### src/rtl/tcphf_pkg.sv
// ----------------------------------------------------------------------------
// tcphf_pkg
// Shared types and constants for the TCP header rewrite and checksum block.
// ----------------------------------------------------------------------------
package tcphf_pkg;

    // Longest packet in bytes that still counts as good
    localparam int unsigned MAX_LEN = 65535;

    // Fixed header geometry
    localparam int unsigned MIN_HDR_BYTES = 20;
    localparam int unsigned HTTP_PORT     = 80;

    // Configuration port
    localparam int unsigned CFG_IDX_W  = 2;
    localparam int unsigned CFG_DATA_W = 16;

    localparam logic [CFG_IDX_W-1:0] CFG_FIXED_PORT   = 2'd0;
    localparam logic [CFG_IDX_W-1:0] CFG_RAND_PORT_EN = 2'd1;
    localparam logic [CFG_IDX_W-1:0] CFG_FLAGS_EN     = 2'd2;
    localparam logic [CFG_IDX_W-1:0] CFG_FLAGS_VALUE  = 2'd3;

    // Port pattern phases
    localparam logic [2:0] PHASE_RAND_PORT = 3'd3;
    localparam logic [2:0] PHASE_HTTP_LIM  = 3'd2;

    // Serial remainder unit: one quotient bit per cycle
    localparam int unsigned DIV_STEPS = 16;
    localparam int unsigned DIV_CNT_W = $clog2(DIV_STEPS);

    // Controller to datapath commands
    typedef struct packed {
        logic take;      // accept one packet byte
        logic check;     // length checks, load remainder unit
        logic div_step;  // one remainder iteration
        logic apply;     // rewrite offset, flags and port
        logic sum;       // add pseudo header and rewritten words
        logic fold;      // fold carries into low 16 bits
        logic load_out;  // move result to output register, clear packet
    } t_cmd;

    // Datapath to controller status
    typedef struct packed {
        logic out_busy;  // output register holds a beat not taken this cycle
    } t_status;

endpackage

### src/rtl/tcphf_in_if.sv
// ----------------------------------------------------------------------------
// tcphf_in_if
// Byte input channel: valid/ready with packet byte and per-packet randoms.
// ----------------------------------------------------------------------------
interface tcphf_in_if;
    logic       valid;
    logic       ready;
    logic [7:0] data_byte;
    logic       last_byte;
    logic [15:0] rand_offset;
    logic [9:0] rand_port;

    modport source (output valid, output data_byte, output last_byte,
                    output rand_offset, output rand_port, input ready);
    modport sink   (input valid, input data_byte, input last_byte,
                    input rand_offset, input rand_port, output ready);
endinterface

### src/rtl/tcphf_out_if.sv
// ----------------------------------------------------------------------------
// tcphf_out_if
// Result channel: valid/ready with checksum and rewritten header fields.
// ----------------------------------------------------------------------------
interface tcphf_out_if;
    logic        valid;
    logic        ready;
    logic        packet_ok;
    logic [15:0] tcp_checksum;
    logic [3:0]  data_offset_words;
    logic [7:0]  tcp_flags;
    logic [15:0] dest_port;

    modport source (output valid, output packet_ok, output tcp_checksum,
                    output data_offset_words, output tcp_flags, output dest_port,
                    input ready);
    modport sink   (input valid, input packet_ok, input tcp_checksum,
                    input data_offset_words, input tcp_flags, input dest_port,
                    output ready);
endinterface

### src/rtl/tcphf_ctrl.sv
// ----------------------------------------------------------------------------
// tcphf_ctrl
// Sequencer: byte receive, end-of-packet checks, serial remainder, fold, emit.
// ----------------------------------------------------------------------------
module tcphf_ctrl (
    input  logic              i_clk,
    input  logic              i_rst_n,
    input  logic              i_in_valid,
    input  logic              i_in_last,
    input  tcphf_pkg::t_status i_status,
    output logic              o_in_ready,
    output tcphf_pkg::t_cmd   o_cmd
);

    typedef enum logic [7:0] {
        S_RX    = 8'b0000_0001,
        S_CHECK = 8'b0000_0010,
        S_DIV   = 8'b0000_0100,
        S_APPLY = 8'b0000_1000,
        S_SUM   = 8'b0001_0000,
        S_FOLD1 = 8'b0010_0000,
        S_FOLD2 = 8'b0100_0000,
        S_DONE  = 8'b1000_0000
    } t_state;

    t_state                           r_state, n_state;
    logic [tcphf_pkg::DIV_CNT_W-1:0]  r_cnt, n_cnt;

    always_comb begin
        n_state = r_state;
        n_cnt   = r_cnt;
        o_cmd   = '0;
        case (r_state)
            S_RX: begin
                o_cmd.take = i_in_valid;
                if (i_in_valid && i_in_last) begin
                    n_state = S_CHECK;
                end
            end
            S_CHECK: begin
                o_cmd.check = 1'b1;
                n_cnt       = '0;
                n_state     = S_DIV;
            end
            S_DIV: begin
                o_cmd.div_step = 1'b1;
                n_cnt          = r_cnt + 1'b1;
                if (r_cnt == tcphf_pkg::DIV_CNT_W'(tcphf_pkg::DIV_STEPS - 1)) begin
                    n_state = S_APPLY;
                end
            end
            S_APPLY: begin
                o_cmd.apply = 1'b1;
                n_state     = S_SUM;
            end
            S_SUM: begin
                o_cmd.sum = 1'b1;
                n_state   = S_FOLD1;
            end
            S_FOLD1: begin
                o_cmd.fold = 1'b1;
                n_state    = S_FOLD2;
            end
            S_FOLD2: begin
                o_cmd.fold = 1'b1;
                n_state    = S_DONE;
            end
            S_DONE: begin
                // hold until the output register frees up
                if (!i_status.out_busy) begin
                    o_cmd.load_out = 1'b1;
                    n_state        = S_RX;
                end
            end
            default: begin
                n_state = S_RX;
            end
        endcase
    end

    assign o_in_ready = (r_state == S_RX);

    always_ff @(posedge i_clk) begin
        if (!i_rst_n) begin
            r_state <= S_RX;
            r_cnt   <= '0;
        end else begin
            r_state <= n_state;
            r_cnt   <= n_cnt;
        end
    end

endmodule

### src/rtl/tcphf_dp.sv
// ----------------------------------------------------------------------------
// tcphf_dp
// Datapath: header capture, checksum accumulator, remainder unit, output reg.
// ----------------------------------------------------------------------------
module tcphf_dp (
    input  logic                                i_clk,
    input  logic                                i_rst_n,
    input  tcphf_pkg::t_cmd                     i_cmd,
    output tcphf_pkg::t_status                  o_status,
    // configuration
    input  logic                                i_cfg_wr_en,
    input  logic [tcphf_pkg::CFG_IDX_W-1:0]     i_cfg_index,
    input  logic [tcphf_pkg::CFG_DATA_W-1:0]    i_cfg_wdata,
    // input payload
    input  logic [7:0]                          i_data_byte,
    input  logic                                i_last_byte,
    input  logic [15:0]                         i_rand_offset,
    input  logic [9:0]                          i_rand_port,
    // result
    output logic                                o_out_valid,
    input  logic                                i_out_ready,
    output logic                                o_packet_ok,
    output logic [15:0]                         o_tcp_checksum,
    output logic [3:0]                          o_data_offset_words,
    output logic [7:0]                          o_tcp_flags,
    output logic [15:0]                         o_dest_port
);

    // configuration registers
    logic [15:0] r_fixed_port;
    logic        r_rand_port_en;
    logic        r_flags_en;
    logic [7:0]  r_flags_value;

    // per-packet state
    logic [15:0] r_byte_index;
    logic [5:0]  r_hdr_bytes;
    logic [15:0] r_total_len;
    logic [31:0] r_acc, n_acc;
    logic [15:0] r_held_offset;
    logic [9:0]  r_held_port;
    logic [3:0]  r_new_offset, n_new_offset;
    logic [7:0]  r_new_flags, n_new_flags;
    logic [15:0] r_new_port, n_new_port;
    logic [3:0]  r_reserved, n_reserved;
    logic [2:0]  r_phase;

    // end-of-packet results
    logic        r_ok;
    logic        r_bad_off;
    logic [15:0] r_tlen;
    logic [15:0] r_divisor;
    logic [15:0] r_dividend;
    logic [15:0] r_rem;

    // output register
    logic        r_out_valid;
    logic        r_out_ok;
    logic [15:0] r_out_csum;
    logic [3:0]  r_out_off;
    logic [7:0]  r_out_flags;
    logic [15:0] r_out_port;

    // byte capture decode
    logic [15:0] w_h16;
    logic        w_in_tcp;
    logic [31:0] w_byte_word;

    // checks
    logic [16:0] w_plen;
    logic [16:0] w_h17;
    logic [16:0] w_ilen17;
    logic        w_ok;
    logic [15:0] w_tlen;
    logic [5:0]  w_off_bytes;

    // remainder step
    logic [16:0] w_trial;
    logic [16:0] w_diff;

    // rewrite and sum
    logic [15:0] w_noff;
    logic [15:0] w_hdr_word;
    logic [17:0] w_add;
    logic [16:0] w_fold;

    assign w_h16       = {10'd0, r_hdr_bytes};
    assign w_in_tcp    = (r_byte_index >= 16'd4) && (r_byte_index < r_total_len)
                         && (r_byte_index > 16'd8) && (r_byte_index != 16'd10)
                         && (r_byte_index != 16'd11);
    assign w_byte_word = r_byte_index[0] ? {24'd0, i_data_byte} : {16'd0, i_data_byte, 8'd0};

    assign w_plen      = {1'b0, r_byte_index} + 17'd1;
    assign w_h17       = {11'd0, r_hdr_bytes};
    assign w_ilen17    = {1'b0, r_total_len};
    assign w_ok        = !(w_plen > 17'(tcphf_pkg::MAX_LEN))
                         && !(w_plen < 17'(tcphf_pkg::MIN_HDR_BYTES))
                         && !(w_h17 < 17'(tcphf_pkg::MIN_HDR_BYTES))
                         && !(w_h17 > w_plen)
                         && !(w_ilen17 > w_plen)
                         && !(w_ilen17 < w_h17 + 17'(tcphf_pkg::MIN_HDR_BYTES));
    assign w_tlen      = r_total_len - w_h16;
    assign w_off_bytes = {r_new_offset, 2'b00};

    assign w_trial     = {r_rem, r_dividend[15]};
    assign w_diff      = w_trial - {1'b0, r_divisor};

    assign w_noff      = (r_divisor != 16'd0) ? r_rem : r_tlen;
    assign w_hdr_word  = {r_new_offset, r_reserved, r_new_flags};
    assign w_add       = {2'b00, r_tlen} + {2'b00, w_hdr_word} + {2'b00, r_new_port};
    assign w_fold      = {1'b0, r_acc[31:16]} + {1'b0, r_acc[15:0]};

    // byte capture and rewrite of the tracked header fields
    always_comb begin
        n_acc        = r_acc;
        n_new_offset = r_new_offset;
        n_new_flags  = r_new_flags;
        n_new_port   = r_new_port;
        n_reserved   = r_reserved;
        if (i_cmd.take && w_in_tcp) begin
            if (r_byte_index == w_h16 + 16'd2) begin
                n_new_port[15:8] = i_data_byte;
            end else if (r_byte_index == w_h16 + 16'd3) begin
                n_new_port[7:0] = i_data_byte;
            end else if (r_byte_index == w_h16 + 16'd12) begin
                n_new_offset = i_data_byte[7:4];
                n_reserved   = i_data_byte[3:0];
            end else if (r_byte_index == w_h16 + 16'd13) begin
                n_new_flags = i_data_byte;
            end else if ((r_byte_index != w_h16 + 16'd16)
                         && (r_byte_index != w_h16 + 16'd17)) begin
                n_acc = r_acc + w_byte_word;
            end
        end
        if (i_cmd.apply && r_ok) begin
            if (r_bad_off) begin
                n_new_offset = w_noff[5:2];
            end
            if (r_flags_en) begin
                n_new_flags = r_flags_value;
            end
            if (r_fixed_port != 16'd0) begin
                n_new_port = r_fixed_port;
            end else if (r_rand_port_en) begin
                if (r_phase < tcphf_pkg::PHASE_HTTP_LIM) begin
                    n_new_port = 16'(tcphf_pkg::HTTP_PORT);
                end else if (r_phase == tcphf_pkg::PHASE_RAND_PORT) begin
                    n_new_port = {6'd0, r_held_port};
                end
            end
        end
        if (i_cmd.sum) begin
            n_acc = r_acc + {14'd0, w_add};
        end
        if (i_cmd.fold) begin
            n_acc = {15'd0, w_fold};
        end
        // clear the packet state once the result is loaded
        if (i_cmd.load_out) begin
            n_acc        = '0;
            n_new_offset = '0;
            n_new_flags  = '0;
            n_new_port   = '0;
            n_reserved   = '0;
        end
    end

    always_ff @(posedge i_clk) begin
        if (!i_rst_n) begin
            r_fixed_port   <= '0;
            r_rand_port_en <= 1'b0;
            r_flags_en     <= 1'b0;
            r_flags_value  <= '0;
            r_byte_index   <= '0;
            r_hdr_bytes    <= '0;
            r_total_len    <= '0;
            r_acc          <= '0;
            r_held_offset  <= '0;
            r_held_port    <= '0;
            r_new_offset   <= '0;
            r_new_flags    <= '0;
            r_new_port     <= '0;
            r_reserved     <= '0;
            r_phase        <= '0;
            r_out_valid    <= 1'b0;
        end else begin
            if (i_cfg_wr_en) begin
                case (i_cfg_index)
                    tcphf_pkg::CFG_FIXED_PORT:   r_fixed_port   <= i_cfg_wdata;
                    tcphf_pkg::CFG_RAND_PORT_EN: r_rand_port_en <= i_cfg_wdata[0];
                    tcphf_pkg::CFG_FLAGS_EN:     r_flags_en     <= i_cfg_wdata[0];
                    tcphf_pkg::CFG_FLAGS_VALUE:  r_flags_value  <= i_cfg_wdata[7:0];
                    default: ;
                endcase
            end

            r_acc        <= n_acc;
            r_new_offset <= n_new_offset;
            r_new_flags  <= n_new_flags;
            r_new_port   <= n_new_port;
            r_reserved   <= n_reserved;

            if (i_cmd.take) begin
                if (r_byte_index == 16'd0) begin
                    r_held_offset <= i_rand_offset;
                    r_held_port   <= i_rand_port;
                    r_hdr_bytes   <= {i_data_byte[3:0], 2'b00};
                end
                if (r_byte_index == 16'd2) begin
                    r_total_len[15:8] <= i_data_byte;
                end
                if (r_byte_index == 16'd3) begin
                    r_total_len[7:0] <= i_data_byte;
                end
                // last byte keeps its index for the length check; saturate
                if ((r_byte_index != 16'hFFFF) && !i_last_byte) begin
                    r_byte_index <= r_byte_index + 16'd1;
                end
            end

            if (i_cmd.apply && r_ok) begin
                r_phase <= r_phase + 3'd1;
            end

            if (i_cmd.load_out) begin
                r_out_valid  <= 1'b1;
                r_byte_index <= '0;
                r_hdr_bytes  <= '0;
                r_total_len  <= '0;
            end else if (i_out_ready) begin
                r_out_valid <= 1'b0;
            end
        end
    end

    // end-of-packet evaluation and serial remainder (no reset: payload)
    always_ff @(posedge i_clk) begin
        if (i_cmd.check) begin
            r_ok       <= w_ok;
            r_tlen     <= w_tlen;
            r_bad_off  <= (w_off_bytes < 6'(tcphf_pkg::MIN_HDR_BYTES))
                          || ({10'd0, w_off_bytes} > w_tlen);
            r_divisor  <= w_tlen - 16'(tcphf_pkg::MIN_HDR_BYTES);
            r_dividend <= r_held_offset;
            r_rem      <= '0;
        end
        if (i_cmd.div_step) begin
            r_dividend <= {r_dividend[14:0], 1'b0};
            r_rem      <= w_diff[16] ? w_trial[15:0] : w_diff[15:0];
        end
        if (i_cmd.load_out) begin
            r_out_ok    <= r_ok;
            r_out_csum  <= r_ok ? ~r_acc[15:0] : 16'd0;
            r_out_off   <= r_ok ? r_new_offset : 4'd0;
            r_out_flags <= r_ok ? r_new_flags : 8'd0;
            r_out_port  <= r_ok ? r_new_port : 16'd0;
        end
    end

    assign o_status.out_busy   = r_out_valid && !i_out_ready;
    assign o_out_valid         = r_out_valid;
    assign o_packet_ok         = r_out_ok;
    assign o_tcp_checksum      = r_out_csum;
    assign o_data_offset_words = r_out_off;
    assign o_tcp_flags         = r_out_flags;
    assign o_dest_port         = r_out_port;

endmodule

### src/rtl/tcp_header_force_and_checksum.sv
// ----------------------------------------------------------------------------
// tcp_header_force_and_checksum
// IPv4/TCP length check, header field rewrite and TCP checksum, byte stream in.
// ----------------------------------------------------------------------------
// Usage:
//   i_in carries one packet byte per beat, starting at the first IP header
//   byte, with last_byte set on the final beat. rand_offset and rand_port are
//   sampled on the first beat of each packet.
//   o_out carries exactly one beat per packet: packet_ok, the TCP checksum and
//   the rewritten data offset, flags and destination port. Downstream patches
//   the packet from these; a beat with packet_ok low means drop the packet.
//   The cfg port writes fixed_port (0), random_port_enable (1),
//   flags_force_enable (2) and flags_value (3); write only while idle.
// Timing:
//   After the last byte the block keeps i_in.ready low for the length
//   checks, the 16-step bit-serial remainder of the random offset, then
//   rewrite, sum, two carry folds and the output load, which waits while
//   the output register is still busy. The result shows on o_out in the
//   cycle after the output load.
// Reset and stall:
//   Synchronous active-low reset clears config, packet state and the port
//   pattern phase. The result waits in an output register, so a stalled
//   receiver only holds the block once a second result is ready to load.
// ----------------------------------------------------------------------------
module tcp_header_force_and_checksum (
    input  logic                             i_clk,
    input  logic                             i_rst_n,
    input  logic                             i_cfg_wr_en,
    input  logic [tcphf_pkg::CFG_IDX_W-1:0]  i_cfg_index,
    input  logic [tcphf_pkg::CFG_DATA_W-1:0] i_cfg_wdata,
    tcphf_in_if.sink                         i_in,
    tcphf_out_if.source                      o_out
);

    tcphf_pkg::t_cmd    w_cmd;
    tcphf_pkg::t_status w_status;
    logic               w_in_ready;

    // sequencer: owns the handshake on the byte side
    tcphf_ctrl u_ctrl (
        .i_clk      (i_clk),
        .i_rst_n    (i_rst_n),
        .i_in_valid (i_in.valid),
        .i_in_last  (i_in.last_byte),
        .i_status   (w_status),
        .o_in_ready (w_in_ready),
        .o_cmd      (w_cmd)
    );

    assign i_in.ready = w_in_ready;

    // datapath: capture, accumulate, divide, fold and hold the result beat
    tcphf_dp u_dp (
        .i_clk               (i_clk),
        .i_rst_n             (i_rst_n),
        .i_cmd               (w_cmd),
        .o_status            (w_status),
        .i_cfg_wr_en         (i_cfg_wr_en),
        .i_cfg_index         (i_cfg_index),
        .i_cfg_wdata         (i_cfg_wdata),
        .i_data_byte         (i_in.data_byte),
        .i_last_byte         (i_in.last_byte),
        .i_rand_offset       (i_in.rand_offset),
        .i_rand_port         (i_in.rand_port),
        .o_out_valid         (o_out.valid),
        .i_out_ready         (o_out.ready),
        .o_packet_ok         (o_out.packet_ok),
        .o_tcp_checksum      (o_out.tcp_checksum),
        .o_data_offset_words (o_out.data_offset_words),
        .o_tcp_flags         (o_out.tcp_flags),
        .o_dest_port         (o_out.dest_port)
    );

endmodule

### src/flat_wrapper.sv
// flat-port wrapper written by rule: the top's interface ports become plain ports
module tcp_header_force_and_checksum_flat 
  (i_clk, i_rst_n, i_cfg_wr_en, i_cfg_index, i_cfg_wdata, i_in_valid, i_in_data_byte, i_in_last_byte, i_in_rand_offset, i_in_rand_port, i_in_ready, o_out_valid, o_out_packet_ok, o_out_tcp_checksum, o_out_data_offset_words, o_out_tcp_flags, o_out_dest_port, o_out_ready);
  tcphf_in_if i_in_i ();
  tcphf_out_if o_out_i ();
  input  logic i_clk;
  input  logic i_rst_n;
  input  logic i_cfg_wr_en;
  input  logic [tcphf_pkg::CFG_IDX_W-1:0] i_cfg_index;
  input  logic [tcphf_pkg::CFG_DATA_W-1:0] i_cfg_wdata;
  input wire logic [$bits(i_in_i.valid)-1:0] i_in_valid;
  input wire logic [$bits(i_in_i.data_byte)-1:0] i_in_data_byte;
  input wire logic [$bits(i_in_i.last_byte)-1:0] i_in_last_byte;
  input wire logic [$bits(i_in_i.rand_offset)-1:0] i_in_rand_offset;
  input wire logic [$bits(i_in_i.rand_port)-1:0] i_in_rand_port;
  output wire logic [$bits(i_in_i.ready)-1:0] i_in_ready;
  output wire logic [$bits(o_out_i.valid)-1:0] o_out_valid;
  output wire logic [$bits(o_out_i.packet_ok)-1:0] o_out_packet_ok;
  output wire logic [$bits(o_out_i.tcp_checksum)-1:0] o_out_tcp_checksum;
  output wire logic [$bits(o_out_i.data_offset_words)-1:0] o_out_data_offset_words;
  output wire logic [$bits(o_out_i.tcp_flags)-1:0] o_out_tcp_flags;
  output wire logic [$bits(o_out_i.dest_port)-1:0] o_out_dest_port;
  input wire logic [$bits(o_out_i.ready)-1:0] o_out_ready;
  assign i_in_i.valid = i_in_valid;
  assign i_in_i.data_byte = i_in_data_byte;
  assign i_in_i.last_byte = i_in_last_byte;
  assign i_in_i.rand_offset = i_in_rand_offset;
  assign i_in_i.rand_port = i_in_rand_port;
  assign i_in_ready = i_in_i.ready;
  assign o_out_valid = o_out_i.valid;
  assign o_out_packet_ok = o_out_i.packet_ok;
  assign o_out_tcp_checksum = o_out_i.tcp_checksum;
  assign o_out_data_offset_words = o_out_i.data_offset_words;
  assign o_out_tcp_flags = o_out_i.tcp_flags;
  assign o_out_dest_port = o_out_i.dest_port;
  assign o_out_i.ready = o_out_ready;
  tcp_header_force_and_checksum u_core (.i_clk(i_clk), .i_rst_n(i_rst_n), .i_cfg_wr_en(i_cfg_wr_en), .i_cfg_index(i_cfg_index), .i_cfg_wdata(i_cfg_wdata), .i_in(i_in_i), .o_out(o_out_i));
endmodule
### config.mk
export PLATFORM = sky130hd
export DESIGN_NAME = tcp_header_force_and_checksum_flat
export DESIGN_NICKNAME = d
export VERILOG_FILES = /design/src/rtl/tcphf_pkg.sv /design/src/rtl/tcphf_in_if.sv /design/src/rtl/tcphf_out_if.sv /design/src/rtl/tcphf_ctrl.sv /design/src/rtl/tcphf_dp.sv /design/src/rtl/tcp_header_force_and_checksum.sv /design/src/flat_wrapper.sv
export SDC_FILE = /design/constraint.sdc
export NUM_CORES = 1
export LEC_CHECK = 0
export ABC_CLOCK_PERIOD_IN_PS = 4100
export BUFFER_PORTS_ARGS = -buffer_cell sky130_fd_sc_hd__buf_2
export CAP_MARGIN = 20
export CORE_MARGIN = 1
export CORE_UTILIZATION = 30
export CTS_CLUSTER_SIZE = 14
export DETAILED_ROUTE_END_ITERATION = 16
export HOLD_SLACK_MARGIN = 0.15
export SYNTH_ARGS = -nofsm -noshare
export SYNTH_HDL_FRONTEND = slang
export SYNTH_SLANG_ARGS = --single-unit
### constraint.sdc
create_clock -name i_clk -period 4.1 [get_ports i_clk]
set_input_delay 0.615 -clock i_clk [delete_from_list [all_inputs] [get_ports i_clk]]
set_output_delay 0.615 -clock i_clk [all_outputs]
set_load 0.01 [all_outputs]
* Yosys cells after proc, flatten, opt, wreduce, memory -nomap -nowiden
Cells that the tools add are included.
W data, S select, Z words.
** Cells by class
- Bitwise gates (word level) :: 4
- Eq/ne operators :: 35
- Multiplexer cells :: 52
- Reduce and logical (&&, ||, !) cells :: 50
- Add/subtract/negate cells :: 19
- Order comparisons :: 12
** Operator list (number)
- $mux W32 :: 7
- $mux W16 :: 12
- $mux W8 :: 13
- $eq A16 B7 Y1 :: 4
- $pmux W8 S8 :: 1
- $add A16 B16 Y17 :: 2
- $add A32 B16 Y32 :: 1
- $add A32 B18 Y32 :: 1
- $eq A16 B2 Y1 const B :: 2
- $ne A16 B4 Y1 const B :: 2
- $ne A16 B7 Y1 :: 2
- $reduce_bool A16 Y1 :: 2
- $mux W4 :: 6
- $add A6 B5 Y7 const B :: 3
- $add A17 B16 Y18 :: 1
- $add A16 B1 Y17 const B :: 1
- $gt A16 B17 Y1 :: 1
- $gt A17 B16 Y1 const B :: 1
- $gt A6 B17 Y1 :: 1
- $lt A17 B5 Y1 const B :: 1
- $mux W17 :: 1
- $sub A17 B16 Y17 :: 1
- $add A16 B1 Y16 const B :: 1
- $ge A16 B3 Y1 const B :: 1
- other kinds (46) :: 104
** Storage, ports and cells
- Input port bits :: 58
- Output and inout bits :: 47
- Register bits :: 279
- Word-level logic and storage cells :: 204

* Depth between registers and ports, before layout
- Word-level depth :: 12
- Depth in mapped cells :: 15
- Gate-level depth less buffers :: 15

* Cells and area by module
A second synthesis with hierarchy kept.
** Unflattened totals
- Cells, all modules :: 2021
- Area, all modules :: 18122.4 µm²
** Modules (own cells, without submodules)
- tcphf_dp :: times used 1, area each 17513.0 µm², sequential area each 6386.1 µm², cells each 1950
- tcphf_ctrl :: times used 1, area each 609.3 µm², sequential area each 240.2 µm², cells each 71

* Least setup slack after synthesis
OpenSTA, ideal clock, no wires.
- Kind :: register -> register
- From :: reg u_core.u_dp.r_acc[1]
- To :: reg u_core.u_dp.r_acc[23]
- Period minus slack after synthesis :: 3684 ps
- Path buffers :: 0
- Arrival :: 3612 ps
- Setup time :: 72 ps
- Path slack :: 416 ps
- Data required time :: 4028 ps
- Stages on the path, launching flop included :: 16
- Cells stage by stage :: dfxtp_1 -> inv_1 -> fa_1 -> fa_1 -> inv_1 -> ha_1 -> inv_1 -> fa_1 -> nor2b_1 -> o31ai_1 -> a211oi_1 -> o211ai_1 -> nand3_1 -> o211ai_1 -> o32ai_1 -> mux2i_1
** On the way
- Longest elaborated chain between the ends :: 8
- Elaborated cells on any way between the ends :: 9
- Classes of those cells :: add/sub (2); mux (7)
** Ends and longest elaborated chain
- from (decl) :: line tcphf_dp.sv:39 : logic [31:0] r_acc, n_acc;
- from (signal assigned) :: line tcphf_dp.sv:197 : r_acc <= n_acc;
- $add A32 B16 Y32 :: line tcphf_dp.sv:132 : n_acc = r_acc + w_byte_word;
- $mux W32 :: line tcphf_dp.sv:130 : end else if ((r_byte_index != w_h16 + 16'd16)
- $mux W32 :: line tcphf_dp.sv:128 : end else if (r_byte_index == w_h16 + 16'd13) begin
- $mux W32 :: line tcphf_dp.sv:125 : end else if (r_byte_index == w_h16 + 16'd12) begin
- $mux W32 :: line tcphf_dp.sv:123 : end else if (r_byte_index == w_h16 + 16'd3) begin
- $mux W32 :: line tcphf_dp.sv:121 : if (r_byte_index == w_h16 + 16'd2) begin
- $mux W32 :: line tcphf_dp.sv:120 : if (i_cmd.take && w_in_tcp) begin
- $mux W32 * :: line tcphf_dp.sv:152 : if (i_cmd.sum) begin
Every way passes the cells marked *; elsewhere a longest branch is shown, timed or not. The select of a mux whose other input is x is not followed.
A chain may end at the register's enable or synchronous reset.

* Final worst setup path
- From :: reg u_core.u_dp.r_new_flags[1]
- To :: reg u_core.u_dp.r_acc[23]
** On the way
- Longest elaborated chain between the ends :: 4
** Ends and longest elaborated chain
- from (decl) :: line tcphf_dp.sv:43 : logic [7:0] r_new_flags, n_new_flags;
- from (signal assigned) :: line tcphf_dp.sv:199 : r_new_flags <= n_new_flags;
- $add A16 B16 Y17 :: line tcphf_dp.sv:110 : assign w_add = {2'b00, r_tlen} + {2'b00, w_hdr_word} + {2'b00, r_new_port};
- $add A17 B16 Y18 :: line tcphf_dp.sv:110
- $add A32 B18 Y32 :: line tcphf_dp.sv:153 : n_acc = r_acc + {14'd0, w_add};
- $mux W32 :: line tcphf_dp.sv:152
Every way passes these cells.

==> results.json <==
{
  "outcome": "finished, violations left",
  "violations": "design-rule violations",
  "io_pins": 105,
  "p_leak_uw": 0.00842,
  "synth_compound_area_share_pct": 16.8,
  "yosysUniqueCellTypes": 92,
  "drc": 2,
  "initial_core_util_pct": 30.5,
  "port-buffer-count": 104,
  "synth_top_family_by_area": "simple AND/OR/NAND/NOR gates",
  "synth_fa_ha_area_share_pct": 12.9,
  "synth_nets": 2224,
  "diodes": 0,
  "final_max_slew_viol_count": 0,
  "holdPathEnd": "u_core.u_dp.r_held_offset[7]",
  "layout_min_cycle_time_ns": 3.85,
  "cp-end-kind": "flop",
  "ys_async_sr_fraction_pct": 0,
  "slew_headroom_pct": 38.2,
  "rsz0062_at_grt": "false",
  "grt_usage_pct": 17.6,
  "layout.cells.non_filler": 2923,
  "routabilityCongestion": 0.904,
  "reg2reg_to": "u_core.u_dp.r_acc[23]",
  "grt_pass1_wl_um": 83900,
  "muxShareOfSynthArea_pct": 3.88,
  "yosys_warnings": 0,
  "synthSimpleGateAreaFrac_pct": 19.6,
  "overflow": 0,
  "timing.rr.start": "u_core.u_dp.r_new_flags[1]",
  "final_area_um2": 21000,
  "p_clk_share_pct": 38.4,
  "seq_area_frac_synth_pct": 36.6,
  "synth_area_leaders": "dfxtp_1 (19%), edfxtp_1 (18%), ha_1 (8.9%)",
  "cts.sinks": 277,
  "intPower_uw": 6100,
  "ant_nets": 0,
  "dieWidth_um": 248,
  "synth.most_common_cell": "nand2_1",
  "critPathRequiredTime_ns": 4.57,
  "ff2ff_path_depth": 16,
  "via_count": 15231,
  "power_density_nw_per_um2": 423,
  "cp.arrival_ns": 4.32,
  "drive_gt1_share_pct": 13.0,
  "max_freq_mhz": 260,
  "skew_ns": 0.0172,
  "syn_inst": 2001,
  "n_fill_cell": 6062,
  "routed_via_density": 5.21,
  "ys_ff_latch": 277,
  "crit_slowest_cell": "fa_1",
  "cp_num_buf_inv": 4,
  "hold_class": "input pin to flop",
  "multi_input_area_um2": 10500,
  "synth_top_cell_by_area": "dfxtp_1",
  "maxCapViolCount": 0,
  "wl_per_cell_um": 18.5,
  "path_class": "flop to flop",
  "syn_area_per_cell_um2": 9.04,
  "clkSlewWorstSetupHoldPaths_ns": 0.06,
  "netlist_area_um2": 18100,
  "finalSetupViolCount": 0,
  "finalNetCount": 2348,
  "dp_hpwl_um": 41200,
  "yosysTopAreaCellShare_pct": 18.7,
  "p_total_uw": 8900,
  "antenna_found_initial": 1,
  "yosys.area_share.xor_xnor_pct": 4.84,
  "die_area_um2": 61300,
  "min_from": "i_in_rand_offset[7]",
  "yosys-top-cells-count": "nand2_1 (226), dfxtp_1 (169), inv_1 (161)",
  "grt_max_degree": 66,
  "worst_pin_slew_ns": 0.920,
  "cts_tree": "built",
  "drt_wl_total_um": 54200,
  "dp_cells": 2859,
  "regArea_um2": 6630,
  "irDropWorstVdd_mv": 0.249,
  "cp_slowest_stage_delay_ns": 0.53,
  "cts_buffer_depth": 3,
  "combinationalPowerShare_pct": 24.9,
  "switching_share_pct": 31.5,
  "ys.flop_type": "dfxtp_1",
  "cts_buffers": 34,
  "worst_hold_path.num_cells": 3,
  "fp.dieH_um": 248,
  "area_growth_pct": 16.2,
  "htreeDepth": 2,
  "critPathLaunchType": "flop",
  "seq_power_share_pct": 36.7,
  "period_share_pct": 93.9,
  "cp_max_fo": 7,
  "crit_family": "adder cells",
  "grt_pass1_vias": 14810,
  "core_area_um2": 59200,
  "synth_edf_count": 108,
  "finish.utilization_pct": 35.5,
  "path_cells": "inv_1 -> fa_1 -> fa_1 -> inv_1 -> ha_1 -> inv_1 -> fa_1 -> nor2b_1 -> o31ai_1 -> a211oi_2 -> o211ai_1 -> nand3_1 -> o211ai_1 -> buf_4 -> o32ai_1 -> mux2i_1",
  "initialDrtViolationCount": 921,
  "hold_viol": 0,
  "r2r_slack_ns": 0.25,
  "clock_latency_ns": 0.55,
  "p_sw_uw": 2800,
  "placed_cell_area_um2": 19700,
  "drt_pass1_iterations": 13,
  "placementRows": 89,
  "cts_root_buf": "clkbuf_16"
}
## layout make-up
class                           count  area share (%)
Clock buffer                       38            4.12
Clock inverter                     23            1.89
Inverter                          162            2.89
Multi-Input combinational cell   1484            50.1
Sequential cell                   277            31.5
Tap cell                          773            4.60
Timing Repair Buffer              166            4.84
## worst max path at each step
stage	from	to	slack, ns	cells past startpoint
floorplan	u_core.u_dp.r_acc[1]	u_core.u_dp.r_acc[23]	0.42	15
global placement	u_core.u_dp.r_acc[1]	u_core.u_dp.r_acc[23]	0.04	15
detailed placement	u_core.u_dp.r_new_flags[1]	u_core.u_dp.r_acc[23]	-0.03	15
CTS	u_core.u_dp.r_new_flags[1]	u_core.u_dp.r_acc[23]	0.08	15
global route	u_core.u_dp.r_acc[1]	u_core.u_dp.r_acc[23]	0.06	16
finish	u_core.u_dp.r_new_flags[1]	u_core.u_dp.r_acc[23]	0.25	16
## sequential cells by signal (all words and copies together), names as in the netlist, 8 cells and up
signal,cells
u_core.u_dp.r_total_len,16
u_core.u_dp.r_flags_value,8
u_core.u_dp.r_held_offset,16
u_core.u_dp.r_new_flags,8
u_core.u_dp.r_fixed_port,16
u_core.u_dp.o_tcp_flags,8
u_core.u_dp.r_held_port,10
u_core.u_dp.r_new_port,16
u_core.u_dp.o_dest_port,16
u_core.u_dp.r_byte_index,16
u_core.u_dp.r_acc,32
u_core.u_ctrl.r_state,8
u_core.u_dp.r_divisor,14
u_core.u_dp.o_tcp_checksum,16
u_core.u_dp.r_dividend,16
u_core.u_dp.r_tlen,16
u_core.u_dp.r_rem,16
## power groups by stage
| stage | logic (uW) | clock network [uW] | registers [uW] |
|---|---|---|---|
| 3_5_place_dp | 2210 | 0 | 3320 |
| 5_1_grt | 2460 | 3580 | 3280 |
| 3_3_place_gp | 2170 | 0 | 3320 |
| 4_1_cts | 2220 | 3490 | 3260 |
| 2_1_floorplan | 1650 | 0 | 3270 |
| 6_report | 2220 | 3410 | 3260 |
## kinds of logic after synthesis
family | after synthesis
buffers and inverters | 240
and+or+nand+nor | 700
muxes | 68
adders and majority gates | 165
DFF | 277
xor gates and xnor gates | 100
AOI/OAI and AO/OA | 451
## through the flow
stage | hold WS (ns) | TNS (ns) | setup WS (ns)
4_1_cts | 0.281 | 0 | 0.0825
5_1_grt | 0.301 | 0 | 0.0629
2_1_floorplan | 0.430 | 0 | 0.416
6_report | 0.299 | 0 | 0.249
3_3_place_gp | 0.437 | 0 | 0.0445
3_5_place_dp | 0.442 | -0.0265 | -0.0265
## layout by cell type (no fill, tap or decap), types with 19 or more instances in the layout
| master | instances |
|---|---|
| a21o_1 | 19 |
| clkbuf_16 | 34 |
| mux2i_1 | 51 |
| nor2b_1 | 48 |
| nor4_1 | 21 |
| nand4_1 | 21 |
| a21boi_1 | 27 |
| dfxtp_1 | 168 |
| a21boi_0 | 23 |
| o21a_1 | 28 |
| o21ai_0 | 68 |
| nand3_1 | 40 |
| fa_1 | 36 |
| inv_1 | 161 |
| xnor2_1 | 58 |
| buf_4 | 57 |
| xor2_1 | 42 |
| a21oi_1 | 118 |
| or3_1 | 20 |
| nand2_1 | 226 |
| nor3_1 | 33 |
| and2_1 | 48 |
| a211oi_1 | 37 |
| nor2_1 | 155 |
| edfxtp_1 | 108 |
| ha_1 | 129 |
| buf_2 | 105 |
## worst min-delay path, delay by kind of cell
kind                   cells  cell delay (ns)
AND/OR/NAND/NOR            1             0.05
buffers and inverters      1             0.09
AO/OA/AOI/OAI              1             0.05
## per-layer routing
layer | part of all wire (%) | vias up | global-route usage (%) | wire length (um)
met5 | 0.024 | - | 0 | 13
met4 | 2.5 | 2 | 5.56 | 1380
met3 | 5.3 | 90 | 2.48 | 2890
met2 | 45 | 486 | 28.2 | 24500
met1 | 47 | 7311 | 24.4 | 25400
li1 | - | 7342 | - | -
## what timing repair did
item / 4_1_cts / 5_1_grt
setup buffers: 0 / 1
setup endpoints to repair: 1 / 9
gates resized for setup: 1 / 2
hold buffers: 0 / 0
pin swaps: 0 / 1
No activity file was read; power rests on OpenSTA's default activity.
